==> src/sv/hse_queue.sv <==
// hse_queue: small first-in first-out queue of generic words.
// Depends on nothing; used by huffman_stream_encoder.
`default_nettype none

module hse_queue #(
    parameter int WIDTH = 8,
    parameter int DEPTH = 2
) (
    input  wire logic                       clk,
    input  wire logic                       rst_n,
    input  wire logic                       push,
    input  wire logic [WIDTH-1:0]           wdata,
    input  wire logic                       pop,
    output logic      [WIDTH-1:0]           rdata,
    output logic                            empty,
    output logic                            full,
    output logic      [$clog2(DEPTH+1)-1:0] level
);

    localparam int AW = (DEPTH > 1) ? $clog2(DEPTH) : 1;
    localparam int CW = $clog2(DEPTH+1);

    logic [WIDTH-1:0] mem [DEPTH];
    logic [AW-1:0]    wr_ptr_reg, wr_ptr_next;
    logic [AW-1:0]    rd_ptr_reg, rd_ptr_next;
    logic [CW-1:0]    count_reg, count_next;
    logic             do_push, do_pop;

    assign do_push = push && !full;
    assign do_pop  = pop && !empty;
    assign empty   = (count_reg == '0);
    assign full    = (count_reg == CW'(DEPTH));
    assign level   = count_reg;
    assign rdata   = mem[rd_ptr_reg];

    always_comb
    begin
        wr_ptr_next = wr_ptr_reg;
        rd_ptr_next = rd_ptr_reg;
        count_next  = count_reg;
        if (do_push)
        begin
            wr_ptr_next = (wr_ptr_reg == AW'(DEPTH-1)) ? '0 : wr_ptr_reg + AW'(1);
        end
        if (do_pop)
        begin
            rd_ptr_next = (rd_ptr_reg == AW'(DEPTH-1)) ? '0 : rd_ptr_reg + AW'(1);
        end
        if (do_push && !do_pop)
        begin
            count_next = count_reg + CW'(1);
        end
        else if (do_pop && !do_push)
        begin
            count_next = count_reg - CW'(1);
        end
    end

    always_ff @(posedge clk or negedge rst_n)
    begin
        if (!rst_n)
        begin
            wr_ptr_reg <= '0;
            rd_ptr_reg <= '0;
            count_reg  <= '0;
        end
        else
        begin
            wr_ptr_reg <= wr_ptr_next;
            rd_ptr_reg <= rd_ptr_next;
            count_reg  <= count_next;
        end
    end

    always_ff @(posedge clk)
    begin
        if (do_push)
        begin
            mem[wr_ptr_reg] <= wdata;
        end
    end

endmodule

`default_nettype wire

==> config.mk <==
export PLATFORM = sky130hd
export DESIGN_NAME = hse_queue
export DESIGN_NICKNAME = d
export VERILOG_FILES = /design/src/sv/hse_queue.sv
export SDC_FILE = /design/constraint.sdc
export NUM_CORES = 1
export LEC_CHECK = 0
export ABC_CLOCK_PERIOD_IN_PS = 1540
export BUFFER_PORTS_ARGS = -buffer_cell sky130_fd_sc_hd__buf_2
export CORE_UTILIZATION = 39
export CTS_BUF_LIST = sky130_fd_sc_hd__clkbuf_2 sky130_fd_sc_hd__clkbuf_4 sky130_fd_sc_hd__clkbuf_8
export CTS_CLUSTER_DIAMETER = 30
export DETAILED_ROUTE_END_ITERATION = 7
export PLACE_DENSITY = 0.71
export RECOVER_POWER = 100
export SETUP_SLACK_MARGIN = 0.5
export SYNTH_ARGS = -nofsm -noshare
export SYNTH_HDL_FRONTEND = slang
export SYNTH_SLANG_ARGS = --single-unit
==> constraint.sdc <==
create_clock -name clk -period 1.54 [get_ports clk]
set_clock_uncertainty 0.05 [all_clocks]
set_input_delay 0.231 -clock clk [delete_from_list [all_inputs] [get_ports clk]]
set_output_delay 0.231 -clock clk [all_outputs]
set_load 0.1 [all_outputs]
==> Word-level counts from Yosys, hierarchy flattened <==
Memory sizes are Yosys's and may differ from the RTL's.
Cells that the tools add are included.
{ "classes": {"addsub": 4, "eq_ne": 1, "n_mux": 6, "reduce_logical": 10} }
{ "ops": {"columns": ["operator", "count"], "rows": [
  ["$logic_and A1 B1 Y1", 4],
  ["$logic_not A1 Y1", 4],
  ["$mux W1", 4],
  ["$mux W2", 2],
  ["$add A1 B1 Y1 const B", 2],
  ["$add A2 B1 Y2 const B", 1],
  ["$eq A2 B2 Y1 const B", 1],
  ["$logic_not A2 Y1", 1],
  ["$reduce_bool A2 Y1", 1],
  ["$sub A2 B1 Y2 const B", 1]
]} }
{ "totals": {"regBits": 4, "ram_bits": 16, "input_bits": 12, "out_inout_bits": 12, "wordCells": 25, "n_memories": 1} }
{ "memory_table": {"columns": ["memory", "depth", "word_bits", "read_ports", "rd_ports_with_merged_regs", "write_ports", "line_no", "rtl"], "rows": [
  ["mem", 2, 8, 1, 0, 1, "23", "logic [WIDTH-1:0] mem [DEPTH];"]
]} }

==> Depth between registers and ports, before layout <==
Gate-level depths: netlist of the first run.
{ "depth": {"word_depth": 7, "ltp_mapped": 7, "mapped_depth_nobuf": 7} }

==> Worst setup path before layout of the first run <==
No wires, ideal clock.
{ "synth_path": {"path_kind": "flip-flop to output port", "from": "register count_reg[0] (netlist: level[0])", "to": "output port empty", "arrival_time_ns": 2.207, "slack_ns": -0.948, "stages_incl_launch_ff": 2, "path_cell_list": "dfrtp_1 -> nor2_1"} }
{ "synth_between": {"elab_chain_cells": 1} }
{ "synth_rtl": {"columns": ["element", "line_no", "rtl"], "rows": [
  ["start: declaration", "26", "logic [CW-1:0] count_reg, count_next;"],
  ["start signal: assignment", "71", "count_reg <= count_next;"],
  ["$logic_not A2 Y1", "31", "assign empty = (count_reg == '0);"],
  ["end: declaration", "15", "output logic empty,"]
]} }
No other way between the ends.

==> Final worst setup path of the first run <==
{ "layout_path": {"from": "register rd_ptr_reg", "to": "output port rdata[2]"} }
{ "layout_between": {"elab_chain_cells": 1} }
{ "layout_rtl": {"columns": ["element", "line_no", "rtl"], "rows": [
  ["start: declaration", "25", "logic [AW-1:0] rd_ptr_reg, rd_ptr_next;"],
  ["start signal: assignment", "70", "rd_ptr_reg <= rd_ptr_next;"],
  ["$mem_v2 Z2 W8", null, null],
  ["end: declaration", "14", "output logic [WIDTH-1:0] rdata,"]
]} }
No other way between the ends.

==> metrics.md, run 1 <==
| Metric | Value |
|---|---|
| First-pass GRT wire length | `2330 um` |
| Die X | `46.6 um` |
| Hold_ws | `0.0606 ns` |
| Max stage delay cell, worst path | `dfrtp_2` |
| Tmin final | `1.63 ns` |
| Area growth syn-to-layout | `70.4%` |
| Largest cells by area after synthesis | `edfxtp_1 (62%), dfrtp_1 (13%), mux2_1 (10%), xnor2_1 (3.4%), xor2_1 (2.3%)` |
| Clk buf depth | `2` |
| Failing checks | `negative setup slack` |
| Clock sinks | `20` |
| Initial antenna violation count | `0` |
| Flop-to-flop setup slack | `-0.04 ns` |
| DIE AREA | `2170 um^2` |
| Met2 Usage GRT | `0.306` |
| Final setup violation count | `9` |
| PnR worst setup slack | `-0.0869 ns` |
| Levels on crit path | `3` |
| Layout cells sized above 1 | `0.651` |
| CP max stage delay | `0.43 ns` |
| Post-synthesis mux area share | `0.116` |
| Grt total ovfl | `0` |
| Yosys cell types | `14` |
| Reg clk slew, reported paths | `0.11 ns` |
| Synth top cells by count | `edfxtp_1 (16), mux2_1 (7), dfrtp_1 (4)` |
| Post-synth EDFFs | `16` |
| Syn Std Cell Area | `774 um^2` |
| Avg Inst Size Synth | `17.6 um^2` |
| Synth Area in XOR/XNOR | `0.0565` |
| Num ports | `24` |
| Largest reg by FF count | `mem` |
| Via count | `494` |
| DRC | `0` |
| Initial DRT Pass Iterations | `1` |
| Final Net Count | `97` |
| Clock root buffer | `clkbuf_4` |
| Synth Instances | `44` |
| Status | `finished, violations left` |
| Detailed Route WL | `1560 um` |
| Worst EP arrival | `1.35 ns` |
| R2R Path Start | `level[1]` |
| Synthesized Nets | `57` |
| Setup CP Type | `flip-flop to output port` |
| Gr busiest metal | `met2` |
| GR Util met3 | `0.0235` |
| Via-per-instance ratio | `4.57` |
| Worst Tran Pin Value | `0.379 ns` |
| Sequential fraction of the synthesis area | `0.750` |
| Largest family of logic cells by synthesized area | `multiplexers` |
| Fmax | `0.615 GHz` |
| Die Ht | `46.6 um` |
| Initial Util | `0.430` |
| Post-DP HPWL | `1010 um` |
| Top_reg_cell synth | `edfxtp_1` |
| Fin. max-slew vios | `0` |
| Final Hold Fails | `0` |
| WHS Endpoint | `mem[1][0]` |
| Worst r2r dst | `level[1]` |
| Vias in the first global route | `509` |
| Port bufs | `23` |
| RSZ-0062 raised after global routing | `true` |
| Max reg flops | `16` |
| CTS tree | `built` |
| Diodes inserted | `0` |
| Fin crit share | `1.06` |
| R2R depth | `5` |
| Met1 Use GR | `0.179` |
| CTS H-tree depth | `1` |
| Hold wc startpoint | `wdata[0]` |
| GPL Wtd Cong | `0.619` |
| Warnings from Yosys | `0` |
| Req. time, crit path | `1.26 ns` |
| Biggest area consumer among synthesized cells | `edfxtp_1` |
| Crit end category | `output port` |
| First-iteration detailed-routing DRC count | `0` |
| Setup Slack @ Placement | `0.0380 ns` |
| Row count | `15` |
| Pin count of the biggest net entering global routing | `12` |
| WP buf/inv | `2` |
| Flops & latches, synth | `20` |
| CP cell instances | `buf_6, mux2_4, buf_12` |
| Compound-Gate Fraction of Synth Area | `0.00646` |
| Core Box Area | `1800 um^2` |
| Count leader, synth | `edfxtp_1` |
| Max cap viols | `0` |
| Max_slew headroom | `0.746` |
| Critical path peak fanout | `5` |
| All-Layer GR Usage | `0.169` |
| Yosys top cell area share | `0.620` |
| Synth Area in Adders | `0.0162` |
| Post-Synth Simple-Gate Area | `0.0388` |
| DR WL/cell | `14.5 um` |
| Startpoint types | `flip-flop` |
| Clk_lat worst skew | `0.30 ns` |
| Routed Antenna Nets | `0` |
| Hold/Removal Path Class | `input pin to flip-flop` |
| CTS buffer count | `3` |
| Hold path depth | `1` |
| Post-synth ARST share | `0.200` |
| Crit path max-delay family | `flip-flops` |
==> layout by cell type (no fill, tap or decap), types with 2 or more instances in the layout <==
cell	instances
edfxtp_1	16
buf_6	10
buf_12	10
mux2_4	8
buf_2	8
clkbuf_1	4
clkbuf_4	3
buf_4	3
nor2_4	2
xnor2_2	2
xor2_1	2
dfrtp_4	2
==> through the flow <==
step / util / TNS [ns] / std cells / area [um^2]
floorplan: - / -0.354 / 44 / 858
global placement: 0.656 / 0 / 94 / 1180
detailed placement: 0.656 / 0 / 94 / 1180
CTS: 0.758 / -0.641 / 107 / 1370
global route: 0.733 / -1.18 / 108 / 1320
finish: 0.733 / -0.665 / 108 / 1320
==> timing repair <==
item | 4_1_cts | 5_1_grt
hold endpoints to repair | 4 | 0
endpoints found under the setup margin | 31 | 32
hold buffers | 1 | 0
pin swaps | 6 | 4
gates cloned | 0 | 0
setup buffers | 8 | 1
gates resized for setup | 22 | 1
==> per-layer routing <==
| layer | vias up | share of wire |
|---|---|---|
| met3 | 4 | 0.031 |
| met5 | - | 0 |
| met2 | 14 | 0.56 |
| li1 | 236 | - |
| met4 | 0 | 0.022 |
| met1 | 240 | 0.39 |
==> final cells by class <==
type,count,area (um^2)
sequential,20,589
fill,118,482
tap,25,31.3
timing repair buffer,36,400
clock buffer,3,22.5
multi-input combinational,21,262
inverter,2,11.3
clock inverter,1,3.75
==> kinds of logic (layout without fill, tap and decap cells) <==
family,Yosys count,after routing
AOI/OAI and AO/OA,1,1
DFF,20,20
adders and majority gates,1,1
muxes,8,8
and+or+nand+nor,6,6
buffers and inverters,3,42
xor gates and xnor gates,5,5
==> worst max path at each step <==
stage	start	endpoint
final	rd_ptr_reg	rdata[2]
after global routing	rd_ptr_reg	rdata[2]
after CTS	rd_ptr_reg	rdata[6]
after detailed placement	level[1]	level[1]
after global placement	level[1]	level[1]
after floorplan	level[0]	level[1]
Power of run 1 is left out: the tool's default activity adds up to more than one toggle a clock period on the data nets, which glitch-free logic cannot reach.
==> run 2, diff against run 1 <==
- ABC_CLOCK_PERIOD_IN_PS: 1540 -> 1500
- CTS_BUF_LIST: sky130_fd_sc_hd__clkbuf_2 sky130_fd_sc_hd__clkbuf_4 sky130_fd_sc_hd__clkbuf_8 -> unset
- clock period: 1.54 -> 1.5 ns (I/O delays scaled with it)
==> metrics.md, run 2 (synthesis gave the netlist of run 1 again) <==
| Metric | Value |
|---|---|
| Worst Tran Pin Value | `0.382 ns` |
| Routed Antenna Nets | `0` |
| Setup CP Type | `flip-flop to output port` |
| Initial antenna violation count | `0` |
| Clock root buffer | `clkbuf_4` |
| Most frequent cells in the layout | `edfxtp_1 (16), buf_12 (10), buf_6 (9)` |
| Failing checks | `negative setup slack` |
| DR WL/cell | `14.4 um` |
| Clock sinks | `20` |
| Req. time, crit path | `1.22 ns` |
| Critical path peak fanout | `5` |
| Layout cells sized above 1 | `0.663` |
| Grt total ovfl | `0` |
| CTS buffer count | `3` |
| Initial DRT Pass Iterations | `3` |
| Detailed Route WL | `1560 um` |
| DIE AREA | `2170 um^2` |
| Die Ht | `46.6 um` |
| First-pass GRT wire length | `2330 um` |
| Post-layout util | `0.736` |
| Clk buf depth | `2` |
| Status | `finished, violations left` |
| Final Net Count | `97` |
| CTS H-tree depth | `1` |
| Tmin final | `1.63 ns` |
| Commonest non-fill, non-tap cell in the layout | `edfxtp_1` |
| Pin count of the biggest net entering global routing | `12` |
| Area growth syn-to-layout | `71.2%` |
| Fmax | `0.615 GHz` |
| Initial Util | `0.430` |
| Reg clk slew, reported paths | `0.10 ns` |
| Largest reg by FF count | `mem` |
| Row count | `15` |
| Crit end category | `output port` |
| Startpoint types | `flip-flop` |
| Clk_lat worst skew | `0.29 ns` |
| All-Layer GR Usage | `0.169` |
| Worst EP arrival | `1.35 ns` |
| CTS tree | `built` |
| RSZ-0062 raised after global routing | `true` |
| Max cap viols | `0` |
| PnR worst setup slack | `-0.125 ns` |
| Via-per-instance ratio | `4.62` |
| Die X | `46.6 um` |
| Post-DP HPWL | `1010 um` |
| Num ports | `24` |
| Final setup violation count | `9` |
| DRC | `0` |
| Fin crit share | `1.08` |
| Max reg flops | `16` |
| Port bufs | `23` |
| First-iteration detailed-routing DRC count | `2` |
| Final Hold Fails | `0` |
| Fin. max-slew vios | `0` |
| Diodes inserted | `0` |
| GPL Wtd Cong | `0.619` |
| Vias in the first global route | `509` |
| Core Box Area | `1800 um^2` |
| Hold/Removal Path Class | `input pin to flip-flop` |
| Max_slew headroom | `0.745` |
| Via count | `499` |
[run 2: changes by cell type in the layout (fill, tap and decap cells not counted)]
cell     change
buf_4        +2
buf_2        -1
buf_6        -1
xnor2_1      -1
xnor2_2      +1
[run 2: final timing paths]
check	startpoint	to	slack, ns	cells after the start
hold reg to reg	wr_ptr_reg	wr_ptr_reg	0.54	1
hold / removal	wdata[0]	mem[1][0]	0.06	1
setup / recovery	rd_ptr_reg	rdata[2]	-0.13	3
max in group asynchronous	rst_n	rd_ptr_reg	0.91	2
min in group asynchronous	rst_n	level[1]	0.25	2
setup reg to reg	level[1]	level[1]	-0.07	5
[run 2: layout make-up]
class	count	area, um^2
clock buffers	3	22.5
clock inverters	1	3.75
fillers	118	475
inverters	2	11.3
multi-input cells	21	269
flip-flops and latches	20	589
well taps	25	31.3
repair buffers	36	399
[run 2: per-stage QoR]
stage	area, um^2	TNS [ns]	hold slack, ns	setup slack [ns]	instances
finish	1330	-1.00	0.0590	-0.125	108
global route	1330	-1.56	0.0469	-0.175	108
CTS	1370	-0.965	0.0550	-0.121	107
detailed placement	1180	-0.00197	-0.00737	-0.00197	94
global placement	1180	0	-0.0169	0.0206	94
floorplan	858	-0.761	-0.121	-0.139	44
[run 2: critical path, cell delays in order, from the launching register on]
cell	delay, ns
dfrtp_2	0.43
buf_6	0.14
mux2_4	0.31
buf_12	0.17
[run 2: timing repair]
| action | 4_1_cts | 5_1_grt |
|---|---|---|
| hold endpoints to repair | 4 | 0 |
| resized for setup | 22 | 1 |
| gates cloned | 0 | 0 |
| hold buffers | 1 | 0 |
| buffers inserted | 8 | 1 |
| endpoints found under the setup margin | 32 | 32 |
| pin swaps | 5 | 4 |
[run 2: metal layers]
| layer | vias to the layer above | global-route usage | routed length (um) |
|---|---|---|---|
| li1 | 236 | - | - |
| met4 | 0 | 0.106 | 34 |
| met5 | - | 0 | 0 |
| met1 | 245 | 0.179 | 603 |
| met2 | 14 | 0.306 | 872 |
| met3 | 4 | 0.0235 | 44 |
Power of run 2 is left out for the same reason.
